File: src/rtl/mfs_pkg.sv
// Shared types and constants for the MPEG audio frame sync finder.
`default_nettype none

package mfs_pkg;

    // Header check collects at most this many bytes (ID3 / ea3 header length)
    localparam int HDR_LEN      = 10;
    // EA3 length field ends at this byte count
    localparam int EA3_LEN_END  = 6;
    // ID3 footer adds this many bytes
    localparam int FOOTER_EXTRA = 10;
    localparam int FOOTER_BIT   = 4;

    // Stored header bytes: offsets 4..8 are the only ones read later
    localparam int HB_FIRST = 4;
    localparam int HB_DEPTH = 5;

    localparam int SKIP_BITS   = 30;
    localparam int OFFSET_BITS = 32;
    localparam int IDX_BITS    = 4;

    localparam logic [7:0] SYNC_BYTE = 8'hFF;
    localparam logic [7:0] SYNC_MASK = 8'hE0;

    // Header tags
    localparam logic [7:0] TAG_ID3 [3] = '{8'h49, 8'h44, 8'h33};
    localparam logic [7:0] TAG_EA3_LO [3] = '{8'h65, 8'h61, 8'h33};
    localparam logic [7:0] TAG_EA3_UP [3] = '{8'h45, 8'h41, 8'h33};

    typedef struct packed {
        logic [7:0] data_byte;
        logic       stream_start;
        logic       stream_end;
    } t_item;

    typedef struct packed {
        logic                   status;
        logic [OFFSET_BITS-1:0] sync_offset;
    } t_result;

endpackage

`default_nettype wire

File: src/rtl/mp3_frame_sync_finder.sv
// Stages: input register, single-step parser, result register, in that order.
// Throughput: one byte per cycle while downstream does not hold stall high.
// A waiting result stalls the input side only while downstream holds stall high.
// Reset (synchronous, active low) empties both registers and puts the parser at a
// stream start: header check, position 0.
`default_nettype none

module mp3_frame_sync_finder #(
    parameter int POSITION_BITS = 32
) (
    input  wire                            i_clk,
    input  wire                            i_rst_n,
    input  wire                            i_valid,
    output logic                           o_stall,
    input  wire  [7:0]                     i_data_byte,
    input  wire                            i_stream_start,
    input  wire                            i_stream_end,
    output logic                           o_valid,
    input  wire                            i_stall,
    output logic                           o_status,
    output logic [mfs_pkg::OFFSET_BITS-1:0] o_sync_offset
);
    import mfs_pkg::*;

    t_item   in_item, held_item;
    t_result res, out_res;
    logic    held_valid, out_free, step, res_valid;

    assign in_item.data_byte    = i_data_byte;
    assign in_item.stream_start = i_stream_start;
    assign in_item.stream_end   = i_stream_end;

    // Parser advances when a byte is held and the result register can take a result
    assign step = held_valid && out_free;

    mfs_in_stage u_in (
        .i_clk   (i_clk),
        .i_rst_n (i_rst_n),
        .i_valid (i_valid),
        .i_item  (in_item),
        .o_stall (o_stall),
        .i_take  (step),
        .o_valid (held_valid),
        .o_item  (held_item)
    );

    mfs_parser #(
        .POSITION_BITS (POSITION_BITS)
    ) u_parser (
        .i_clk       (i_clk),
        .i_rst_n     (i_rst_n),
        .i_step      (step),
        .i_item      (held_item),
        .o_res_valid (res_valid),
        .o_res       (res)
    );

    mfs_out_stage u_out (
        .i_clk   (i_clk),
        .i_rst_n (i_rst_n),
        .i_load  (step && res_valid),
        .i_res   (res),
        .o_free  (out_free),
        .i_stall (i_stall),
        .o_valid (o_valid),
        .o_res   (out_res)
    );

    assign o_status      = out_res.status;
    assign o_sync_offset = out_res.sync_offset;

endmodule

`default_nettype wire

File: src/rtl/mfs_in_stage.sv
// Input register stage: holds one accepted byte for the parser.
`default_nettype none

module mfs_in_stage (
    input  wire            i_clk,
    input  wire            i_rst_n,
    input  wire            i_valid,
    input  mfs_pkg::t_item i_item,
    output logic           o_stall,
    input  wire            i_take,
    output logic           o_valid,
    output mfs_pkg::t_item o_item
);
    import mfs_pkg::*;

    logic  r_valid;
    t_item r_item;
    logic  load;

    // Stall only while a held byte cannot move on this cycle
    assign o_stall = r_valid && !i_take;
    assign load    = i_valid && !o_stall;

    always_ff @(posedge i_clk) begin
        if (!i_rst_n) begin
            r_valid <= 1'b0;
        end else if (load) begin
            r_valid <= 1'b1;
        end else if (i_take) begin
            r_valid <= 1'b0;
        end
    end

    // Payload needs no reset
    always_ff @(posedge i_clk) begin
        if (load) begin
            r_item <= i_item;
        end
    end

    assign o_valid = r_valid;
    assign o_item  = r_item;

endmodule

`default_nettype wire

File: src/rtl/mfs_parser.sv
// Stream parser: header check, header skip and sync search, one byte per step.
`default_nettype none

module mfs_parser #(
    parameter int POSITION_BITS = 32
) (
    input  wire              i_clk,
    input  wire              i_rst_n,
    input  wire              i_step,
    input  mfs_pkg::t_item   i_item,
    output logic             o_res_valid,
    output mfs_pkg::t_result o_res
);
    import mfs_pkg::*;

    typedef enum logic [1:0] {
        PH_CHECK,
        PH_SKIP,
        PH_SEARCH,
        PH_DONE
    } t_phase;

    // Parser state
    logic [POSITION_BITS-1:0] r_pos,  n_pos;
    t_phase                   r_phase, n_phase;
    logic [IDX_BITS-1:0]      r_idx,  n_idx;
    logic [SKIP_BITS-1:0]     r_skip, n_skip;
    logic                     r_pff,  n_pff;
    // Running tag prefix matches
    logic                     r_m_id, r_m_el, r_m_eu;
    logic                     n_m_id, n_m_el, n_m_eu;
    // Running sync search over collected header bytes
    logic                     r_hff,  n_hff;
    logic                     r_hfound, n_hfound;
    logic [POSITION_BITS-1:0] r_hoff, n_hoff;

    // Header bytes 4..8, undefined until written
    logic [7:0] r_hb [HB_DEPTH];

    // Effective state after a possible stream start
    logic [POSITION_BITS-1:0] c_pos;
    t_phase                   c_phase;
    logic [IDX_BITS-1:0]      c_idx, idx_w;
    logic [SKIP_BITS-1:0]     c_skip, skip_dec;
    logic                     c_pff;
    logic                     first;
    logic [1:0]               tag_sel;
    logic                     tag_region;
    logic [7:0]               b;
    logic                     top3, is_ff, pair;
    logic                     id_hit, ea_hit;
    logic [15:0]              ea_len;
    logic [SKIP_BITS-1:0]     ea_rem, id_size, rem;
    logic                     do_skip;
    logic                     hb_we;
    logic [IDX_BITS-1:0]      hb_off;
    logic [2:0]               hb_wa;
    logic                     found, report;
    logic [POSITION_BITS-1:0] off;

    assign b     = i_item.data_byte;
    assign top3  = (b & SYNC_MASK) == SYNC_MASK;
    assign is_ff = (b == SYNC_BYTE);

    always_comb begin
        c_pos   = i_item.stream_start ? '0 : r_pos;
        c_phase = i_item.stream_start ? PH_CHECK : r_phase;
        c_idx   = i_item.stream_start ? '0 : r_idx;
        c_skip  = i_item.stream_start ? '0 : r_skip;
        c_pff   = i_item.stream_start ? 1'b0 : r_pff;
    end

    assign idx_w      = (c_idx >= IDX_BITS'(HDR_LEN)) ? '0 : c_idx;
    assign first      = (idx_w == '0);
    assign tag_region = (idx_w < IDX_BITS'(3));
    assign tag_sel    = idx_w[1:0];

    // Tag prefix tracking: bytes past the third always match
    always_comb begin
        n_m_id = (first || r_m_id) && (!tag_region || b == TAG_ID3[tag_sel]);
        n_m_el = (first || r_m_el) && (!tag_region || b == TAG_EA3_LO[tag_sel]);
        n_m_eu = (first || r_m_eu) && (!tag_region || b == TAG_EA3_UP[tag_sel]);
    end

    assign id_hit = n_m_id || n_m_el;
    assign ea_hit = n_m_eu;

    // Sync pairs among the collected bytes, first one kept
    always_comb begin
        pair     = !first && r_hff && top3;
        n_hff    = is_ff;
        n_hfound = (!first && r_hfound) || pair;
        n_hoff   = (!first && r_hfound) ? r_hoff : c_pos - 1'b1;
    end

    // Header lengths
    assign ea_len  = {r_hb[0], b};
    assign ea_rem  = (ea_len > 16'(EA3_LEN_END)) ?
                     SKIP_BITS'(ea_len) - SKIP_BITS'(EA3_LEN_END) : '0;
    assign id_size = SKIP_BITS'({r_hb[2][6:0], r_hb[3][6:0], r_hb[4][6:0], b[6:0]})
                   + (r_hb[1][FOOTER_BIT] ? SKIP_BITS'(FOOTER_EXTRA) : '0);
    assign skip_dec = (c_skip != '0) ? c_skip - 1'b1 : '0;

    // Next state and result
    always_comb begin
        n_pos   = c_pos + 1'b1;
        n_phase = c_phase;
        n_idx   = c_idx;
        n_skip  = c_skip;
        n_pff   = c_pff;
        found   = 1'b0;
        off     = '0;
        do_skip = 1'b0;
        rem     = '0;

        case (c_phase)
            PH_CHECK: begin
                n_idx = idx_w + 1'b1;
                if (!id_hit && !ea_hit) begin
                    // No header: collected tag bytes hold no sync pair
                    n_phase = PH_SEARCH;
                    n_idx   = '0;
                    n_pff   = is_ff;
                end else if (ea_hit && idx_w == IDX_BITS'(EA3_LEN_END - 1)) begin
                    do_skip = 1'b1;
                    rem     = ea_rem;
                end else if (id_hit && idx_w == IDX_BITS'(HDR_LEN - 1)) begin
                    do_skip = 1'b1;
                    rem     = id_size;
                end
                if (do_skip) begin
                    n_idx = '0;
                    if (rem == '0) begin
                        n_phase = PH_CHECK;
                        n_pff   = 1'b0;
                    end else begin
                        n_phase = PH_SKIP;
                        n_skip  = rem;
                    end
                end
            end
            PH_SKIP: begin
                n_skip = skip_dec;
                if (skip_dec == '0) begin
                    n_phase = PH_CHECK;
                    n_idx   = '0;
                    n_pff   = 1'b0;
                end
            end
            PH_SEARCH: begin
                if (c_pff && top3) begin
                    found = 1'b1;
                    off   = c_pos - 1'b1;
                end
                n_pff = is_ff;
            end
            default: begin
            end
        endcase

        // End of stream: collected header bytes are searched too
        report = found;
        if (!found && i_item.stream_end && n_phase != PH_DONE) begin
            if (n_phase == PH_CHECK && n_idx != '0 && n_hfound) begin
                found = 1'b1;
                off   = n_hoff;
            end
            report = 1'b1;
        end
        if (report) begin
            n_phase = PH_DONE;
            n_idx   = '0;
        end
    end

    assign o_res_valid       = report;
    assign o_res.status      = !found;
    assign o_res.sync_offset = found ? OFFSET_BITS'(off) : '0;

    // State registers
    always_ff @(posedge i_clk) begin
        if (!i_rst_n) begin
            r_pos    <= '0;
            r_phase  <= PH_CHECK;
            r_idx    <= '0;
            r_skip   <= '0;
            r_pff    <= 1'b0;
            r_m_id   <= 1'b0;
            r_m_el   <= 1'b0;
            r_m_eu   <= 1'b0;
            r_hff    <= 1'b0;
            r_hfound <= 1'b0;
            r_hoff   <= '0;
        end else if (i_step) begin
            r_pos    <= n_pos;
            r_phase  <= n_phase;
            r_idx    <= n_idx;
            r_skip   <= n_skip;
            r_pff    <= n_pff;
            r_m_id   <= n_m_id;
            r_m_el   <= n_m_el;
            r_m_eu   <= n_m_eu;
            r_hff    <= n_hff;
            r_hfound <= n_hfound;
            r_hoff   <= n_hoff;
        end
    end

    // Header byte store, written during header check only
    assign hb_off = idx_w - IDX_BITS'(HB_FIRST);
    assign hb_wa  = hb_off[2:0];
    assign hb_we  = i_step && c_phase == PH_CHECK && idx_w >= IDX_BITS'(HB_FIRST)
                    && idx_w < IDX_BITS'(HB_FIRST + HB_DEPTH);

    always_ff @(posedge i_clk) begin
        if (hb_we) begin
            r_hb[hb_wa] <= b;
        end
    end

endmodule

`default_nettype wire

File: src/rtl/mfs_out_stage.sv
// Result register: holds one result until the downstream side takes it.
`default_nettype none

module mfs_out_stage (
    input  wire              i_clk,
    input  wire              i_rst_n,
    input  wire              i_load,
    input  mfs_pkg::t_result i_res,
    output logic             o_free,
    input  wire              i_stall,
    output logic             o_valid,
    output mfs_pkg::t_result o_res
);
    import mfs_pkg::*;

    logic    r_valid;
    t_result r_res;

    // Free when empty or when the held result transfers this cycle
    assign o_free = !r_valid || !i_stall;

    always_ff @(posedge i_clk) begin
        if (!i_rst_n) begin
            r_valid <= 1'b0;
        end else if (o_free) begin
            r_valid <= i_load;
        end
    end

    always_ff @(posedge i_clk) begin
        if (o_free && i_load) begin
            r_res <= i_res;
        end
    end

    assign o_valid = r_valid;
    assign o_res   = r_res;

endmodule

`default_nettype wire
File: config.mk
export PLATFORM = sky130hd
export DESIGN_NAME = mp3_frame_sync_finder
export DESIGN_NICKNAME = d
export VERILOG_FILES = /design/src/rtl/mfs_pkg.sv /design/src/rtl/mp3_frame_sync_finder.sv /design/src/rtl/mfs_in_stage.sv /design/src/rtl/mfs_parser.sv /design/src/rtl/mfs_out_stage.sv
export SDC_FILE = /design/constraint.sdc
export NUM_CORES = 1
export LEC_CHECK = 0
export ABC_AREA = 1
export ABC_CLOCK_PERIOD_IN_PS = 3350
export BUFFER_PORTS_ARGS = -buffer_cell sky130_fd_sc_hd__clkbuf_2
export CORE_AREA = 2 2 194 196
export DETAILED_ROUTE_END_ITERATION = 7
export DIE_AREA = 0 0 196 198
export GPL_TIMING_DRIVEN = 0
export PLACE_DENSITY_LB_ADDON = 0.3
export SLEW_MARGIN = 20
export SYNTH_ARGS = -nofsm -noshare
export SYNTH_HDL_FRONTEND = slang
export SYNTH_SLANG_ARGS = --single-unit
File: constraint.sdc
create_clock -name i_clk -period 3.35 [get_ports i_clk]
set_input_delay 0.1675 -clock i_clk [delete_from_list [all_inputs] [get_ports i_clk]]
set_output_delay 0.1675 -clock i_clk [all_outputs]
set_load 0.02 [all_outputs]
Yosys cells after proc, flatten, opt, wreduce, memory -nomap -nowiden:

Memory sizes are Yosys's and may differ from the RTL's.
Cells that the tools add are included.

* multiplexer cells: 59
* reduce and logical (&&, ||, !) cells: 49
* order comparisons: 6
* equal/unequal tests: 10
* bitwise gates (word level): 1
* $add $sub $neg: 7

Operators by type and width (count)
* two-way mux 30 bit: 9
* two-way mux 32 bit: 6
* zero test 30 bit: 2
* case mux 30 bit (2 select lines): 1
* binary-select mux 8 bit (select 2 bit): 3
* two-way mux 8 bit: 6
* adder 32 x 1 -> 32 bit, second input constant: 1
* subtractor 32 x 1 -> 32 bit, second input constant: 1
* adder 28 x 30 -> 30 bit: 1
* nonzero test 30 bit: 1
* subtractor 30 x 1 -> 30 bit, second input constant: 1
* two-way mux 4 bit: 7
* == test 8 bit: 3
* logical AND 1 bit: 22
* two-way mux 1 bit: 19
* subtractor 16 x 3 -> 17 bit, second input constant: 1
* > comparator 16 x 3 -> 1 bit, second input constant: 1
* zero test 1 bit: 10
* two-way mux 2 bit: 5
* logical OR 1 bit: 9
* == test 8 bit, second input constant: 1
* case mux 4 bit (2 select lines): 1
* adder 4 x 1 -> 4 bit, second input constant: 1
* == test 4 x 3 -> 1 bit, second input constant: 1
* 18 further kinds: 19

* output and inout port bits: 35
* memories: 1
* word-level logic and storage cells: 151
* input port bits: 14
* register bits after elaboration: 151
* RAM bits: 40

Memory list
* u_parser.r_hb: depth 5, width 8, rd ports 5, clocked after memory_dff 0, write ports 1, RTL line mfs_parser.sv:38 `logic [7:0] r_hb [HB_DEPTH];`

Logic depth before layout (Yosys ltp):

* depth after elaboration: 26
* gate-level depth with buffers: 28
* mapped depth without buffers: 26

Modules after synthesis:

From an unflattened synthesis, not the netlist that was laid out.

* cells, all modules: 1939
* area total of the unflattened synthesis: 12699.7 µm²

Modules (own cells, without submodules)
* mfs_parser: sequential area each 3022.9 µm², area an instance 11293.3 µm², instances 1, cells an instance 1878
* mfs_out_stage: sequential area each 1011.0 µm², area an instance 1038.5 µm², instances 1, cells an instance 39
* mfs_in_stage: sequential area each 320.3 µm², area an instance 350.3 µm², instances 1, cells an instance 18
* mp3_frame_sync_finder: sequential area each 0.0 µm², area an instance 17.5 µm², instances 1, cells an instance 4

Worst setup path before layout:

Ideal clock, no wire load.

* path type: reg-to-reg
* start: reg u_in.r_item, in the netlist u_in.o_item[1]
* end: reg u_out.r_res, in the netlist u_out.o_res[32] (data pin)
* setup time: 0.267 ns
* required time: 3.083 ns
* stages on the path, launching flop included: 25
* setup slack: -0.083 ns
* arrival time: 3.166 ns
* period minus slack after synthesis: 3.433 ns
* buffers on the path: 3
* cells stage by stage: edfxtp_1 buf_6 nor2_1 nand2_1 inv_1 ha_1 nor2_1 nor2_1 nand2_1 nor2_1 nand3_1 nand2_2 nand3_2 inv_2 nand2_2 nand2_1 inv_1 buf_6 o211ai_1 nand2_1 nor2_1 nand3_2 a21oi_4 buf_6 a31oi_2

RTL lines
* start: declaration: RTL line mfs_in_stage.sv:17 `t_item r_item;`
* start signal: assignment: RTL line mfs_in_stage.sv:37 `r_item <= i_item;`
* end signal: assignment: RTL line mfs_out_stage.sv:32 `r_res <= i_res;`
* end: declaration: RTL line mfs_out_stage.sv:17 `t_result r_res;`

Final worst setup path:

* start: reg u_in.r_item, in the netlist u_in.o_item[1]
* end: reg u_out.r_res, in the netlist u_out.o_res[6] (data pin)

* cells in the longest elaborated chain, start to end: 25
* elaborated cells on any way between the ends: 90
* classes of those cells: 3 x add/sub; 2 x order compare; 8 x eq/ne; 42 x mux; 1 x bitwise; 34 x reduce/logical

RTL lines
* two-way mux 4 bit: RTL line mfs_parser.sv:68 `c_idx = i_item.stream_start ? '0 : r_idx;`
* greater-or-equal comparator 4 bit: RTL line mfs_parser.sv:73 `assign idx_w = (c_idx >= IDX_BITS'(HDR_LEN)) ? '0 : c_idx;`
* two-way mux 4 bit: RTL line mfs_parser.sv:73
* inverter 2 -> 3 bit (implied by the code): RTL line mfs_parser.sv:80, mfs_parser.sv:81, mfs_parser.sv:82
* binary-select mux 8 bit (select 2 bit) (on tied branches): RTL line mfs_parser.sv:80, mfs_parser.sv:81
* two-way mux 8 bit (on tied branches) (2 in series): RTL line mfs_parser.sv:80, mfs_parser.sv:81
* == test 8 bit (on tied branches): RTL line mfs_parser.sv:80, mfs_parser.sv:81
* logical OR 1 bit (on tied branches): RTL line mfs_parser.sv:80, mfs_parser.sv:81
* [... 7 more ...]
* zero test 30 bit: RTL line mfs_parser.sv:133 `if (rem == '0) begin`
* two-way mux 1 bit: RTL line mfs_parser.sv:133
* two-way mux 2 bit: RTL line mfs_parser.sv:131 `if (do_skip) begin`
* case mux 2 bit (2 select lines): RTL line mfs_parser.sv:116 `case (c_phase)`
* zero test 2 bit: RTL line mfs_parser.sv:164 `if (n_phase == PH_CHECK && n_idx != '0 && n_hfound) begin`
* logical AND 1 bit (2 in series): RTL line mfs_parser.sv:164
* two-way mux 32 bit or two-way mux 1 bit (tied branches): RTL line mfs_parser.sv:164
* two-way mux 32 bit or two-way mux 1 bit (tied branches): RTL line mfs_parser.sv:163 `if (!found && i_item.stream_end && n_phase != PH_DONE) begin`

Parallel ways exist; a longest one is shown, timed or not. The select of a mux whose other input is x is not followed.
A chain may end at the register's enable or synchronous reset.

==> metrics.txt <==
placed insts=2427; largest net degree at the start of global routing=34; Crit path required time=3.68 ns; share of cells above drive strength 1=20.7%; Hold Slack=0.0736 ns; area of the multi-input gates=0.00776 sq mm; Synth area leader=edfxtp_1; Final Wtd Congestion=0.928; number of global-route vias before repair=12400; drt wl/cell=16.9 um; Sw Share=32.1%; Hold Violations, Final=0; metal1 wirelength=18900 um; die width=196 um; pins over their slew limit=0; first-pass GRT wire length=66000 um; Worst Max-Slew Pin Slew=0.826 ns; crit path buf inv count=8; dpl ws=-0.832 ns; Syn Nets=1931; Layout Skew=0.0178 ns; sequential-to-total area share from yosys stat=34.2%; synth unique cells=56; Area growth syn-to-layout=27.2%; crit end category=flop; Met2 Wirelength=20300 um; HP Start=i_valid; cell family with most CP delay=simple AND/OR/NAND/NOR gates; # DRC=0; Hold Path Sink=u_in.o_valid; Post-synth EDFFs=73; register area=0.00436 sq mm; Clock transition at path regs=0.08 ns; CTS Buf Count=17; Clk pwr share=36.9%; Ports=49; Rows=71; Antenna Cells=0; Routed WL=43200 um; All-Layer GR Usage=21.7%; Net Switching=1.83 mW; clock tree from TritonCTS=yes; Max Fanout on Critical Path=5; I/O Buffers=48; post-synthesis register bit count=181; H-tree levels=4; Via density=5.22; CTS sink count=181; uppermost layer routed=met4; crit share post-route=109%; total gr overflow=0; Int Pwr=3.86 mW; final HPWL from detailed placement=30900 um; Initial Utilization=34.5%; setup violators final=65; leading cell type in the layout, fill and taps excluded=nand2_1; min Tclk post-route=3.64 ns; CTS root buffer=clkbuf_16; DRT Pass-1 Iters=5; Met3 Wirelength=2580 um; status=complete, but fails checks; R2R Setup Slk=-0.29 ns; worst hold path class=input port to flop; unrepaired setup endpoints after global routing=true; initial antenna violation count=0; CP max-delay cell=edfxtp_1; Filler cells=3740; core area=0.0370 sq mm; Final nets=2099; WP data arrival=3.97 ns; R2R cell count=27; Logic pwr share=20.6%; DRT iter0 DRCs=1108; Max Cap Viol=0; yosys warns=0; final worst slack=-0.291 ns; Setup CP Type=flop to flop; LEAKAGE=7.52 nW; Mapped Area=0.0127 sq mm; share of the synthesized area in the top cell type=17.2%; Worst-Skew Late Latency=0.46 ns; worst IR drop on VDD=0.388 mV; type of origin of the critical path=flop; most frequent cells in the layout=nand2_1, inv_1, nor2_1; reg-to-reg startpoint=u_in.o_item[1]; cell depth of the worst hold path=3; Crit path largest cell delay=0.38 ns; Reg-to-Reg End=u_out.o_res[6]; Layout Cells excl Fill=2560; fmax=275 MHz; dominant cells by area after synthesis=edfxtp_1, dfxtp_1, nand2_1; Synth Area per Inst=6.69 sq um; Post-Syn Instances=1905; ys async rst share=0%; P per Cell Area=351 mW/mm^2; vias post-DR=13400; relative slew slack=44.9%; Die H=198 um; Sequential Power Share=42.5%; failing checks=setup timing; Synth Flop Type=dfxtp_1; die area=0.0388 sq mm; CTS max path bufs=2; Post-DRT Antenna Nets=0
[routing by layer]
metal | vias to the layer above | global-route usage (%)
li1 | 6568 | -
met1 | 6264 | 28.2
met2 | 428 | 36.4
met3 | 96 | 3.37
met4 | 0 | 8.33
met5 | - | 0
[power by group through the flow]
| stage | Sequential (mW) | Combinational (mW) | Clock, mW |
|---|---|---|---|
| after floorplan | 2.46 | 0.660 | 0 |
| after global placement | 2.47 | 0.904 | 0 |
| after detailed placement | 2.47 | 0.910 | 0 |
| after CTS | 2.41 | 1.09 | 2.14 |
| after global routing | 2.42 | 1.27 | 2.22 |
| final | 2.42 | 1.17 | 2.10 |
[flip-flops by register name, summed over array words and instances (netlist names), 2 cells and up]
register	count
u_parser.r_pos	32
u_out.o_res	33
u_parser.r_idx	4
u_in.o_item	10
u_parser.r_hoff	32
u_parser.r_phase	2
u_parser.r_skip	30
u_parser.r_hb	30
[logic make-up (layout without fill, tap and decap cells)]
logic type | after synthesis | in the layout | synth area share, %
flops | 181 | 181 | 34.2
mux | 1 | 1 | 0.0785
compound gates | 341 | 341 | 14.4
simple gates | 947 | 947 | 33.8
xor+xnor | 65 | 65 | 4.47
buf+inv | 358 | 539 | 11.9
fa+ha+maj | 12 | 12 | 1.18
[stage by stage]
step                      instance area (sq um)  utilization, %  setup TNS, ns  power (mW)
after floorplan                           12800               -              0        3.12
after global placement                    13600            36.8         -51.85        3.37
after detailed placement                  13600            36.8         -42.61        3.38
after CTS                                 15500            41.9          -3.17        5.64
after global routing                      16200            43.9         -21.87        5.91
final                                     16200            43.9         -10.49        5.68
[worst register-to-register path: cells and delay by family, from the launching register on]
family | cells | cell delay, ns
adders and majority gates | 1 | 0.16
DFF | 1 | 0.38
AOI/OAI and AO/OA | 2 | 0.36
and+or+nand+nor | 16 | 1.65
buffers and inverters | 8 | 0.99
[what timing repair did]
| action | in CTS | in global routing |
|---|---|---|
| hold buffers | 11 | 0 |
| buffers inserted | 53 | 27 |
| hold endpoints to repair | 11 | 0 |
| pin swaps | 38 | 88 |
| cloned | 6 | 4 |
| setup endpoints to repair | 69 | 120 |
| gates resized for setup | 167 | 115 |
[cell usage after synthesis, types with 15 or more instances]
master and number:
nand2_1 451, dfxtp_1 108, clkbuf_1 41, buf_6 15, nand4_1 66, xor2_1 55, nand2_2 19, o21ai_0 169
nor3_1 30, nor2_1 195, o211ai_1 16, edfxtp_1 73, inv_1 260, nand3_1 119, a21oi_1 113
[final cells by class]
type,count,share of cell area (%)
Inverter,275,6.54
Buffer,83,3.68
Timing Repair Buffer,149,7.69
Clock inverter,13,0.795
Clock buffer,19,2.93
Sequential cell,181,26.9
Multi-Input combinational cell,1366,47.8
Tap cell,474,3.66
[how the worst max path moves through the flow]
| stage | from | end | slack [ns] | cells after the start |
|---|---|---|---|---|
| floorplan | u_in.o_item[1] | u_out.o_res[32] | 0.02 | 24 |
| global placement | u_in.o_item[1] | u_out.o_res[0] | -0.89 | 18 |
| detailed placement | u_in.o_item[1] | u_out.o_res[32] | -0.83 | 22 |
| CTS | u_in.o_item[1] | u_out.o_res[0] | -0.14 | 25 |
| global route | u_in.o_item[1] | u_out.o_res[0] | -0.46 | 27 |
| finish | u_in.o_item[1] | u_out.o_res[6] | -0.29 | 27 |
Note: power is estimated with default switching activity, not from simulation.
